===== src/lfu_pkg.sv =====
// shared constants and types for the lfu page replacement block
`default_nettype none
package lfu_pkg;

	// field widths fixed by the interface
	localparam int PAGE_W = 10;
	localparam int CFG_W  = 5;

	// frames_in_use after reset
	localparam logic [CFG_W-1:0] CFG_RESET = 5'd16;

	// defaults for the top level parameters
	localparam int              FRAMES_DEF    = 16;
	localparam longint unsigned COUNT_MAX_DEF = 64'd65535;

	// item queue between front and back
	localparam int QDEPTH = 2;
	localparam int QPTR_W = 1;
	localparam int QCNT_W = 2;

	// queue status seen by the back end
	typedef struct packed {
		logic full;
		logic empty;
	} q_status_t;

endpackage
`default_nettype wire


===== src/lfu_ram.sv =====
// generic single write port ram with registered read
`default_nettype none
module lfu_ram #(
	parameter int WIDTH = 8,
	parameter int DEPTH = 16
) (
	input  wire logic                                      clk,
	input  wire logic                                      we,
	input  wire logic [(DEPTH > 1 ? $clog2(DEPTH) : 1)-1:0] waddr,
	input  wire logic [WIDTH-1:0]                          wdata,
	input  wire logic                                      re,
	input  wire logic [(DEPTH > 1 ? $clog2(DEPTH) : 1)-1:0] raddr,
	output logic      [WIDTH-1:0]                          rdata
);

	logic [WIDTH-1:0] mem_q [DEPTH];

	// write port
	always_ff @(posedge clk) begin
		if (we) begin
			mem_q[waddr] <= wdata;
		end
	end

	// registered read port
	always_ff @(posedge clk) begin
		if (re) begin
			rdata <= mem_q[raddr];
		end
	end

endmodule
`default_nettype wire


===== src/lfu_front.sv =====
// front end: accepts page references into a short queue
`default_nettype none
module lfu_front (
	input  wire logic                       clk,
	input  wire logic                       arst_n,
	input  wire logic                       start,
	input  wire logic [lfu_pkg::PAGE_W-1:0] page_number,
	output logic                            busy,
	input  wire logic                       pop,
	output logic      [lfu_pkg::PAGE_W-1:0] head,
	output lfu_pkg::q_status_t              status
);

	logic [lfu_pkg::PAGE_W-1:0] ent_q [lfu_pkg::QDEPTH];
	logic [lfu_pkg::QPTR_W-1:0] wr_ptr_q;
	logic [lfu_pkg::QPTR_W-1:0] rd_ptr_q;
	logic [lfu_pkg::QCNT_W-1:0] cnt_q;
	logic                       push;

	// queue flags
	always_comb begin
		status.full  = (cnt_q == lfu_pkg::QCNT_W'(lfu_pkg::QDEPTH));
		status.empty = (cnt_q == '0);
	end

	assign busy = status.full;
	assign push = start && !status.full;
	assign head = ent_q[rd_ptr_q];

	// pointers and fill count
	always_ff @(posedge clk or negedge arst_n) begin
		if (!arst_n) begin
			wr_ptr_q <= '0;
			rd_ptr_q <= '0;
			cnt_q    <= '0;
		end else begin
			if (push) begin
				wr_ptr_q <= wr_ptr_q + 1'b1;
			end
			if (pop) begin
				rd_ptr_q <= rd_ptr_q + 1'b1;
			end
			if (push && !pop) begin
				cnt_q <= cnt_q + 1'b1;
			end else if (pop && !push) begin
				cnt_q <= cnt_q - 1'b1;
			end
		end
	end

	// item storage
	always_ff @(posedge clk) begin
		if (push) begin
			ent_q[wr_ptr_q] <= page_number;
		end
	end

endmodule
`default_nettype wire


===== src/lfu_engine.sv =====
// back end: frame scan, victim choice and table update
`default_nettype none
module lfu_engine #(
	parameter int              FRAMES    = lfu_pkg::FRAMES_DEF,
	parameter longint unsigned COUNT_MAX = lfu_pkg::COUNT_MAX_DEF
) (
	input  wire logic                       clk,
	input  wire logic                       arst_n,
	input  wire logic                       cfg_valid,
	input  wire logic [lfu_pkg::CFG_W-1:0]  cfg_data,
	input  wire lfu_pkg::q_status_t         q_status,
	input  wire logic [lfu_pkg::PAGE_W-1:0] q_head,
	output logic                            pop,
	output logic                            done,
	output logic                            hit,
	output logic                            evicted_valid,
	output logic      [lfu_pkg::PAGE_W-1:0] evicted_page
);

	localparam int FRAME_W = (FRAMES > 1) ? $clog2(FRAMES) : 1;
	localparam int OCC_W   = $clog2(FRAMES + 1);
	localparam int CNT_W   = $clog2(COUNT_MAX + 64'd1);
	localparam int ENT_W   = lfu_pkg::PAGE_W + CNT_W;
	localparam int LIM_W   = 8;

	localparam logic [1:0] ST_IDLE = 2'd0;
	localparam logic [1:0] ST_SCAN = 2'd1;
	localparam logic [1:0] ST_UPD  = 2'd2;

	logic [1:0]                  state_q;
	logic [FRAME_W:0]            cnt_q;
	logic                        chk_vld_s1;
	logic [FRAME_W-1:0]          chk_idx_s1;
	logic [lfu_pkg::CFG_W-1:0]   limit_cfg_q;
	logic [lfu_pkg::PAGE_W-1:0]  page_q;
	logic                        hit_fnd_q;
	logic [FRAME_W-1:0]          hit_idx_q;
	logic [CNT_W-1:0]            hit_cnt_q;
	logic                        vic_fnd_q;
	logic [FRAME_W-1:0]          vic_idx_q;
	logic [CNT_W-1:0]            vic_cnt_q;
	logic [FRAME_W-1:0]          vic_rank_q;
	logic [lfu_pkg::PAGE_W-1:0]  vic_page_q;
	logic                        free_fnd_q;
	logic [FRAME_W-1:0]          free_idx_q;
	logic                        valid_q [FRAMES];
	logic [FRAME_W-1:0]          rank_q [FRAMES];
	logic [OCC_W-1:0]            occ_q;

	logic                        ram_we;
	logic [FRAME_W-1:0]          ram_waddr;
	logic [ENT_W-1:0]            ram_wdata;
	logic                        ram_re;
	logic [FRAME_W-1:0]          ram_raddr;
	logic [ENT_W-1:0]            ram_rdata;

	logic [lfu_pkg::PAGE_W-1:0]  rd_page;
	logic [CNT_W-1:0]            rd_cnt;
	logic                        rd_valid;
	logic [FRAME_W-1:0]          rd_rank;
	logic                        take_vic;
	logic [LIM_W-1:0]            limit;
	logic                        evict;
	logic [FRAME_W-1:0]          slot;
	logic [FRAME_W-1:0]          hit_rank;
	logic [CNT_W-1:0]            hit_cnt_nxt;

	// page tag and use count per frame
	lfu_ram #(
		.WIDTH (ENT_W),
		.DEPTH (FRAMES)
	) u_ram (
		.clk   (clk),
		.we    (ram_we),
		.waddr (ram_waddr),
		.wdata (ram_wdata),
		.re    (ram_re),
		.raddr (ram_raddr),
		.rdata (ram_rdata)
	);

	// scan read side
	assign pop       = (state_q == ST_IDLE) && !q_status.empty;
	assign ram_re    = (state_q == ST_SCAN) && (cnt_q < (FRAME_W + 1)'(FRAMES));
	assign ram_raddr = cnt_q[FRAME_W-1:0];
	assign rd_page   = ram_rdata[ENT_W-1 -: lfu_pkg::PAGE_W];
	assign rd_cnt    = ram_rdata[CNT_W-1:0];
	assign rd_valid  = valid_q[chk_idx_s1];
	assign rd_rank   = rank_q[chk_idx_s1];

	// lowest count wins, older rank breaks a tie
	assign take_vic = rd_valid && (!vic_fnd_q || (rd_cnt < vic_cnt_q) ||
		((rd_cnt == vic_cnt_q) && (rd_rank > vic_rank_q)));

	// clamped frame limit and update decisions
	always_comb begin
		if (limit_cfg_q == '0) begin
			limit = LIM_W'(1);
		end else if (LIM_W'(limit_cfg_q) > LIM_W'(FRAMES)) begin
			limit = LIM_W'(FRAMES);
		end else begin
			limit = LIM_W'(limit_cfg_q);
		end
		evict       = (LIM_W'(occ_q) >= limit) && vic_fnd_q;
		slot        = hit_fnd_q ? hit_idx_q : (evict ? vic_idx_q : free_idx_q);
		hit_rank    = rank_q[hit_idx_q];
		hit_cnt_nxt = (hit_cnt_q == CNT_W'(COUNT_MAX)) ? hit_cnt_q : hit_cnt_q + 1'b1;
	end

	// table write at the end of an item
	always_comb begin
		ram_we    = (state_q == ST_UPD) && (hit_fnd_q || evict || free_fnd_q);
		ram_waddr = slot;
		ram_wdata = hit_fnd_q ? {page_q, hit_cnt_nxt} : {page_q, CNT_W'(1)};
	end

	// sequencer and control state
	always_ff @(posedge clk or negedge arst_n) begin
		if (!arst_n) begin
			state_q     <= ST_IDLE;
			cnt_q       <= '0;
			chk_vld_s1  <= 1'b0;
			limit_cfg_q <= lfu_pkg::CFG_RESET;
			hit_fnd_q   <= 1'b0;
			vic_fnd_q   <= 1'b0;
			free_fnd_q  <= 1'b0;
			occ_q       <= '0;
			done        <= 1'b0;
			for (int i = 0; i < FRAMES; i++) begin
				valid_q[i] <= 1'b0;
			end
		end else begin
			done       <= 1'b0;
			chk_vld_s1 <= ram_re;
			if (cfg_valid) begin
				limit_cfg_q <= cfg_data;
			end
			unique case (state_q)
				ST_IDLE: begin
					if (pop) begin
						cnt_q      <= '0;
						hit_fnd_q  <= 1'b0;
						vic_fnd_q  <= 1'b0;
						free_fnd_q <= 1'b0;
						state_q    <= ST_SCAN;
					end
				end
				ST_SCAN: begin
					if (ram_re) begin
						cnt_q <= cnt_q + 1'b1;
					end
					if (chk_vld_s1) begin
						if (rd_valid && (rd_page == page_q)) begin
							hit_fnd_q <= 1'b1;
						end
						if (take_vic) begin
							vic_fnd_q <= 1'b1;
						end
						if (!rd_valid) begin
							free_fnd_q <= 1'b1;
						end
						if (chk_idx_s1 == FRAME_W'(FRAMES - 1)) begin
							state_q <= ST_UPD;
						end
					end
				end
				ST_UPD: begin
					done    <= 1'b1;
					state_q <= ST_IDLE;
					if (!hit_fnd_q) begin
						if (evict || free_fnd_q) begin
							valid_q[slot] <= 1'b1;
						end
						if (!evict && free_fnd_q) begin
							occ_q <= occ_q + 1'b1;
						end
					end
				end
				default: begin
					state_q <= ST_IDLE;
				end
			endcase
		end
	end

	// scan payload, recency ranks and result fields
	always_ff @(posedge clk) begin
		if (ram_re) begin
			chk_idx_s1 <= ram_raddr;
		end
		if (state_q == ST_IDLE && pop) begin
			page_q <= q_head;
		end
		if (state_q == ST_SCAN && chk_vld_s1) begin
			if (rd_valid && (rd_page == page_q)) begin
				hit_idx_q <= chk_idx_s1;
				hit_cnt_q <= rd_cnt;
			end
			if (take_vic) begin
				vic_idx_q  <= chk_idx_s1;
				vic_cnt_q  <= rd_cnt;
				vic_rank_q <= rd_rank;
				vic_page_q <= rd_page;
			end
			if (!rd_valid && !free_fnd_q) begin
				free_idx_q <= chk_idx_s1;
			end
		end
		if (state_q == ST_UPD) begin
			hit           <= hit_fnd_q;
			evicted_valid <= !hit_fnd_q && evict;
			evicted_page  <= (!hit_fnd_q && evict) ? vic_page_q : '0;
			for (int i = 0; i < FRAMES; i++) begin
				if (valid_q[i] && (FRAME_W'(i) != slot)) begin
					if (hit_fnd_q) begin
						if (rank_q[i] < hit_rank) begin
							rank_q[i] <= rank_q[i] + 1'b1;
						end
					end else if (evict) begin
						if (rank_q[i] <= vic_rank_q) begin
							rank_q[i] <= rank_q[i] + 1'b1;
						end
					end else if (free_fnd_q) begin
						rank_q[i] <= rank_q[i] + 1'b1;
					end
				end
			end
			if (hit_fnd_q || evict || free_fnd_q) begin
				rank_q[slot] <= '0;
			end
		end
	end

endmodule
`default_nettype wire


===== src/lfu_page_replacement_top.sv =====
// top level of the lfu page replacement block
// an item taken by start waits in the queue, is scanned against every frame, then the
// table is updated and done is raised; items are handled one at a time, the scan reading
//   one frame entry per cycle from the tag and count ram
// two items may wait in the front queue; busy is high while it is full
// reset clears frame valid bits, occupancy, queue and limit (to 16) at once
`default_nettype none
module lfu_page_replacement_top #(
	parameter int              FRAMES    = lfu_pkg::FRAMES_DEF,
	parameter longint unsigned COUNT_MAX = lfu_pkg::COUNT_MAX_DEF
) (
	input  wire logic                       clk,
	input  wire logic                       arst_n,
	input  wire logic                       start,
	output logic                            busy,
	input  wire logic [lfu_pkg::PAGE_W-1:0] page_number,
	input  wire logic                       cfg_valid,
	output logic                            cfg_ready,
	input  wire logic [lfu_pkg::CFG_W-1:0]  frames_in_use,
	output logic                            done,
	output logic                            hit,
	output logic                            evicted_valid,
	output logic      [lfu_pkg::PAGE_W-1:0] evicted_page
);

	lfu_pkg::q_status_t         q_status;
	logic [lfu_pkg::PAGE_W-1:0] q_head;
	logic                       pop;
	logic                       cfg_wr;

	// limit register is always writable
	assign cfg_ready = 1'b1;
	assign cfg_wr    = cfg_valid && cfg_ready;

	// item intake
	lfu_front u_front (
		.clk         (clk),
		.arst_n      (arst_n),
		.start       (start),
		.page_number (page_number),
		.busy        (busy),
		.pop         (pop),
		.head        (q_head),
		.status      (q_status)
	);

	// lookup and replacement
	lfu_engine #(
		.FRAMES    (FRAMES),
		.COUNT_MAX (COUNT_MAX)
	) u_engine (
		.clk           (clk),
		.arst_n        (arst_n),
		.cfg_valid     (cfg_wr),
		.cfg_data      (frames_in_use),
		.q_status      (q_status),
		.q_head        (q_head),
		.pop           (pop),
		.done          (done),
		.hit           (hit),
		.evicted_valid (evicted_valid),
		.evicted_page  (evicted_page)
	);

	// checks
	a_pop_not_empty: assert property (@(posedge clk) disable iff (!arst_n)
		pop |-> !q_status.empty)
		else $error("item taken from an empty queue");

	a_done_spaced: assert property (@(posedge clk) disable iff (!arst_n)
		done |=> !done)
		else $error("results on consecutive cycles");

	a_hit_no_evict: assert property (@(posedge clk) disable iff (!arst_n)
		(done && hit) |-> !evicted_valid)
		else $error("eviction reported on a hit");

	a_evict_page_zero: assert property (@(posedge clk) disable iff (!arst_n)
		(done && !evicted_valid) |-> (evicted_page == '0))
		else $error("evicted page not zero without eviction");

	a_pop_after_push: assert property (@(posedge clk) disable iff (!arst_n)
		(pop && $past(q_status.empty)) |-> $past(start && !busy))
		else $error("queue went non-empty without an accepted item");

endmodule
`default_nettype wire


===== config.mk =====
export PLATFORM = sky130hd
export DESIGN_NAME = lfu_page_replacement_top
export DESIGN_NICKNAME = d
export VERILOG_FILES = /design/src/lfu_pkg.sv /design/src/lfu_ram.sv /design/src/lfu_front.sv /design/src/lfu_engine.sv /design/src/lfu_page_replacement_top.sv
export SDC_FILE = /design/constraint.sdc
export NUM_CORES = 1
export LEC_CHECK = 0
export ABC_AREA = 1
export BUFFER_PORTS_ARGS = -buffer_cell sky130_fd_sc_hd__buf_4
export CORE_MARGIN = 2
export CORE_UTILIZATION = 59
export CTS_BUF_LIST = sky130_fd_sc_hd__clkbuf_8
export CTS_CLUSTER_SIZE = 12
export DETAILED_ROUTE_END_ITERATION = 8
export PLACE_DENSITY_LB_ADDON = 0.25
export SETUP_SLACK_MARGIN = 0.05
export SYNTH_ARGS = -nofsm -noshare
export SYNTH_HDL_FRONTEND = slang
export SYNTH_SLANG_ARGS = --single-unit

===== constraint.sdc =====
create_clock -name clk -period 3.6 [get_ports clk]
set_input_delay 0 -clock clk [delete_from_list [all_inputs] [get_ports clk]]
set_output_delay 0 -clock clk [all_outputs]
set_load 0.05 [all_outputs]

==> metrics.txt, run 1 <==
status=finished, final reports clean; Final Hold Vio Count=0; crit path cell chain=inv_1 -> nor2_1 -> a21oi_1 -> o21ai_1 -> o221ai_1 -> nand2_1 -> inv_1 -> ha_1 -> nand3_1 -> o21ai_0 -> nor3_1 -> nand3_1 -> nand3_2 -> nand3_1 -> inv_1 -> buf_8; Leakage=14.65 nW; register area share after synthesis=60.17%; drt first pass iters=6; pwr dens=649.0 mW/mm²; via count=23,690; CP max-delay cell=dfxtp_1; first-pass GRT wire length=130.6 mm; DRC=0; ys async rst share=6.364%; Main synth FF type=edfxtp_1; area of the mapped netlist=0.03139 mm²; placed cell count=3,665; die height=234.7 µm; clock skew=0.03379 ns; synth cell count leaders=546 x edfxtp_1, 429 x nand2_1, 424 x nor2_1; Crit Path Category=flip-flop to flip-flop; final core occ=67.34%; Area Overhead vs Synth=12.72%; Via density=6.085; DR iter-0 viols=2,763; Worst Max-Slew Pin Slew=1.156 ns; Worst EP arrival=3.82 ns; Yosys warnings=0; Net Count, Synth=3,164; Gate Count Post-Synth=2,988; crit path buf inv count=4; clk_lat worst skew=0.73 ns; fmax=0.2913 GHz; share of the synthesized area in the top cell type=52.23%; cell family with most CP delay=simple AND/OR/NAND/NOR gates; HP Class=input pin to flip-flop; critical path fanouts, max=20; headroom to the max-slew limit=22.90%; FILL cells=3,818; Worst Setup Start Kind=flip-flop; count leader, synth=edfxtp_1; Max Buffers Root-to-Sink=3; Max-Cap Viols=0; Final TNS setup=0 ns; H-tree levels=3; layout cells sized above 1=9.831%; Reg clk slew, reported paths=0.07 ns; min cycle time layout=3.433 ns; worst hold slack=0.05987 ns; HPWL Detailed=54.62 mm; # rows=84; Peak VDD IR=0.0007383 V; initial antenna violation count=2; #FFs+latches synth=660; post-route ant nets=0; Slew Limit Fails=0; GPL Wtd Cong=0.9358; TritonCTS Buffers=105; Worst path max stage delay=0.48 ns; vias in the first global route=22,913; IO Port Bufs=32; IO Pins=34; core area=0.05255 mm²; CTS tree=built; root buffer cell=clkbuf_8; # clock sinks=660; Die ar.=0.05507 mm²; total power=22.96 mW; GRT Total Usage=30.55%; Post-Syn Area per Cell=10.51 µm²; crit share post-route=95.35%; largest net degree at the start of global routing=212; fin cells=3,893; unrepaired setup endpoints after global routing=no; Worst EP required=3.99 ns; Die Width=234.7 µm; grt total ovfl=0; Yosys cell types=53; top post-synthesis cells by area=edfxtp_1 52%, ha_1 6.3%, nand2_1 5.1%; EDFF count, synth=546; CP endpoint kind=flip-flop; Starting Density=59.74%; Final #Nets=3,296; Synth area leader=edfxtp_1; endpoints failing setup=0; WL per Instance=21.88 µm; Detailed Route WL=85.19 mm
## final cells by class
type	instances	area, µm²	share of cell area (%)
antenna	1	2.502	0.007072
clock buffer	113	1555	4.395
clock inverter	78	440.4	1.245
inverter	289	1087	3.073
multi-input combinational	1920	11080	31.31
sequential	660	18900	53.42
tap	688	860.8	2.433
timing repair buffer	144	1459	4.123
## worst reg2reg max path: cells and delay by family (launching register included)
family	cells	cell delay [ns]
AO/OA/AOI/OAI	4	0.54
adder cells (fa/ha/maj)	1	0.29
buffers and inverters	4	0.75
flip-flops	1	0.48
AND/OR/NAND/NOR	7	1.03
## flip-flops by register name (all words and copies together) (netlist names), 5 cells and up, named ones only
register               cells
u_engine.u_ram.mem_q     416
u_engine.rank_q           64
u_engine.u_ram.rdata      26
u_front.ent_q             20
u_engine.hit_cnt_q        16
u_engine.valid_q          16
u_engine.vic_cnt_q        16
u_engine.evicted_page     10
u_engine.page_q           10
u_engine.vic_page_q       10
u_engine.cnt_q             5
u_engine.limit_cfg_q       5
u_engine.occ_q             5
## stage by stage
step           instance area (µm²)  setup WS (ns)
3_3_place_gp                 32990        -0.1824
3_5_place_dp                 32990        -0.1119
4_1_cts                      35370        0.07735
5_1_grt                      35390        0.09305
6_report                     35390         0.1673
2_1_floorplan                31390         0.1045
## cell families after synthesis
family | Yosys count | share of synthesized area [%]
AOI/OAI and AO/OA | 550 | 10.75
muxes | 46 | 1.475
DFF | 660 | 60.17
adders and majority gates | 157 | 6.257
buffers and inverters | 408 | 5.006
and+or+nand+nor | 1131 | 15.36
other | 1 | 0.01195
xor gates and xnor gates | 35 | 0.9765
## worst paths after layout
| kind | from | endpoint | slack [ns] | cells after the start |
|---|---|---|---|---|
| max in group asynchronous | arst_n | u_engine.cnt_q[1]$_DFFE_PN0P_ | 2.95 | 4 |
| setup / recovery | u_engine.rank_q[6][0]$_SDFFE_PP0P_ | u_engine.vic_cnt_q[15]$_DFFE_PP_ | 0.17 | 16 |
| setup reg to reg | u_engine.rank_q[6][0]$_SDFFE_PP0P_ | u_engine.vic_cnt_q[15]$_DFFE_PP_ | 0.17 | 16 |
| hold / removal | page_number[9] | u_front.ent_q[0][9]$_DFFE_PP_ | 0.06 | 2 |
| min in group asynchronous | arst_n | u_engine.limit_cfg_q[4]$_DFFE_PN1P_ | 0.39 | 3 |
| hold reg to reg | u_engine.u_ram.rdata[18]$_DFFE_PP_ | u_engine.vic_page_q[2]$_DFFE_PP_ | 0.47 | 0 |
## layer usage
layer  track usage, %  wire length [µm]  vias up
met5                0                 0        -
met4            11.58              2794        0
met3            5.052              6752      189
met2            48.89             39770     1072
met1            42.26             35870    11520
li1                 -                 -    10909
## power by group
part	internal, mW	total, mW	switching (mW)
logic	2.10	6.51	4.41
clock network	3.08	6.11	3.03
registers	9.42	10.3	0.920
total	14.6	23.0	8.36
## cells in the final DEF (no fill, tap or decap), types with 18 or more instances in the layout
cell           Yosys  routed
a21oi_1          146     146
buf_12             0      21
buf_4              2      86
clkbuf_8           0     113
clkinv_1           4      25
dfrtp_1           41      38
dfxtp_1           72      70
dlygate4sd3_1      0      35
edfxtp_1         546     546
ha_1             157     157
inv_1            278     312
mux2i_1           44      44
nand2_1          429     429
nand3_1          157     156
nand4_1           69      69
nor2_1           424     406
nor2_4             1      18
o211ai_1          19      19
o21ai_0          224     223
o221ai_1          52      52
o32ai_1           61      61
xor2_1            24      24
## repair_timing
item                       in CTS  in global routing
hold buffers                   36                  0
gates resized for setup         3                  3
pin swaps                       0                  0
hold endpoints to repair       89                  0
cloned                          0                  0
setup endpoints to repair      34                 34
buffers inserted                0                  0
Power figures use the tool's default switching activity.
==> inputs of run 2 (changes only) <==
Settings changed: ABC_AREA 1 to default, SYNTH_HIERARCHICAL from default to 1.
==> metrics.txt, run 2 <==
FILL cells=3,343; IO Port Bufs=32; Via density=6.526; Area Overhead vs Synth=14.18%; # rows=83; Leakage=13.60 nW; die height=231.7 µm; DR iter-0 viols=1,858; pre-CTS setup slack=0.03951 ns; headroom to the max-slew limit=39.83%; max FFs per register=416; Worst EP required=4.22 ns; area of the mapped netlist=0.03059 mm²; Max Buffers Root-to-Sink=3; Starting Density=59.63%; IO Pins=34; Worst Setup Start Kind=flip-flop; via count=18,957; crit share post-route=94.45%; layout cells sized above 1=23.88%; cell family with most CP delay=multiplexers; most frequent cells in the layout=546 x edfxtp_1, 157 x ha_1, 130 x buf_4; largest net degree at the start of global routing=45; post-route ant nets=0; Worst EP arrival=4.02 ns; Slew Limit Fails=0; Worst Max-Slew Pin Slew=0.8993 ns; # clock sinks=660; Yosys warnings=6; CTS tree=built; Final Hold Vio Count=0; clk_lat worst skew=0.71 ns; Cell Area, Placed=0.03256 mm²; Worst path max stage delay=0.53 ns; CP endpoint kind=flip-flop; drt first pass iters=5; Peak VDD IR=0.0005940 V; Detailed Route WL=75.41 mm; design area=0.03493 mm²; Crit Path Category=flip-flop to flip-flop; Post-Syn Area per Cell=15.85 µm²; core area=0.05130 mm²; initial antenna violation count=1; critical path fanouts, max=16; Die Width=231.7 µm; Gate Count Post-Synth=1,930; endpoints failing setup=0; TritonCTS Buffers=103; pwr dens=583.4 mW/mm²; Net Count, Synth=2,106; status=finished, final reports clean; HPWL Detailed=46.73 mm; root buffer cell=clkbuf_8; most common library cell in the layout ignoring fill and taps=edfxtp_1; H-tree levels=3; GPL Wtd Cong=0.9212; HP Class=input pin to flip-flop; Top reg by flops=u_engine/u_ram/mem_q; grt total ovfl=0; Die ar.=0.05369 mm²; Reg clk slew, reported paths=0.06 ns; GRT Total Usage=28.82%; largest registers=u_engine/u_ram/mem_q (416), u_engine/rank_q (64), u_engine/u_ram/rdata (26); CP max-delay cell=mux4_2; crit path buf inv count=2; DRC=0; WL per Instance=25.96 µm; fmax=0.2941 GHz; Max-Cap Viols=0; vias in the first global route=19,250; clock skew=0.04496 ns; final worst setup slack=0.1997 ns; unrepaired setup endpoints after global routing=no; crit path cell chain=buf_12 -> mux4_2 -> mux4_2 -> clkinvlp_4 -> ha_1 -> o211ai_1 -> a211oi_2 -> a211oi_2 -> nand4_1 -> or3_1 -> nand3_1; min cycle time layout=3.400 ns; Final #Nets=2,311; first-pass GRT wire length=115.3 mm
==> run 2: where the power goes <==
group	switching (mW)	internal, mW
Sequential	0.831	9.04
Combinational	2.32	1.84
Clock	3.02	3.32
Total	6.18	14.2
==> run 2: area by class of cell <==
type / count / area, µm² / area share, %
antenna: 1 / 2.502 / 0.007164
clock buffer: 108 / 1486 / 4.255
clock inverter: 86 / 580.6 / 1.662
inverter: 75 / 285.3 / 0.8167
multi-input combinational: 1116 / 11120 / 31.85
sequential: 660 / 18900 / 54.10
tap: 680 / 850.8 / 2.436
timing repair buffer: 179 / 1704 / 4.879
==> run 2: through the flow <==
stage               setup TNS, ns  cells  utilization [%]  power, mW  hold slack (ns)
floorplan                  -46.03   1930                -      12.78          -0.2956
global placement                0   2682            63.46      13.94          0.05853
detailed placement              0   2682            63.46      14.09          0.07013
CTS                             0   2903            68.06      20.42         0.004689
global route                    0   2905            68.09      21.15          0.01833
finish                          0   2905            68.09      20.38          0.05296
==> run 2: routing by layer <==
metal / wire length [µm] / global-route usage [%]
met5: 0 / 0
met4: 3048 / 12.56
met3: 6040 / 5.133
met2: 37370 / 47.57
met1: 28950 / 37.86
==> run 2: final timing paths <==
kind / end / cells after the start / startpoint / slack [ns]
max: u_engine/rank_q[8][3]$_SDFFE_PP0P_ / 11 / flip-flop / 0.20
min: u_front/ent_q[0][6]$_DFFE_PP_ / 2 / page_number[6] / 0.05
max reg2reg: u_engine/rank_q[8][3]$_SDFFE_PP0P_ / 11 / flip-flop / 0.20
min reg2reg: u_engine/vic_page_q[9]$_DFFE_PP_ / 0 / u_engine/u_ram/rdata[25]$_DFFE_PP_ / 0.47
max in group asynchronous: u_engine/cnt_q[1]$_DFFE_PN0P_ / 4 / arst_n / 2.86
min in group asynchronous: u_front/rd_ptr_q$_DFFE_PN0P_ / 4 / arst_n / 0.46
==> run 2: repair_timing <==
action                                  CTS  global route
hold buffers                             27             0
endpoints found under the setup margin    3            45
pin swaps                                 0             1
setup buffers                             0             1
hold endpoints to repair                 90             0
resized for setup                         1             2
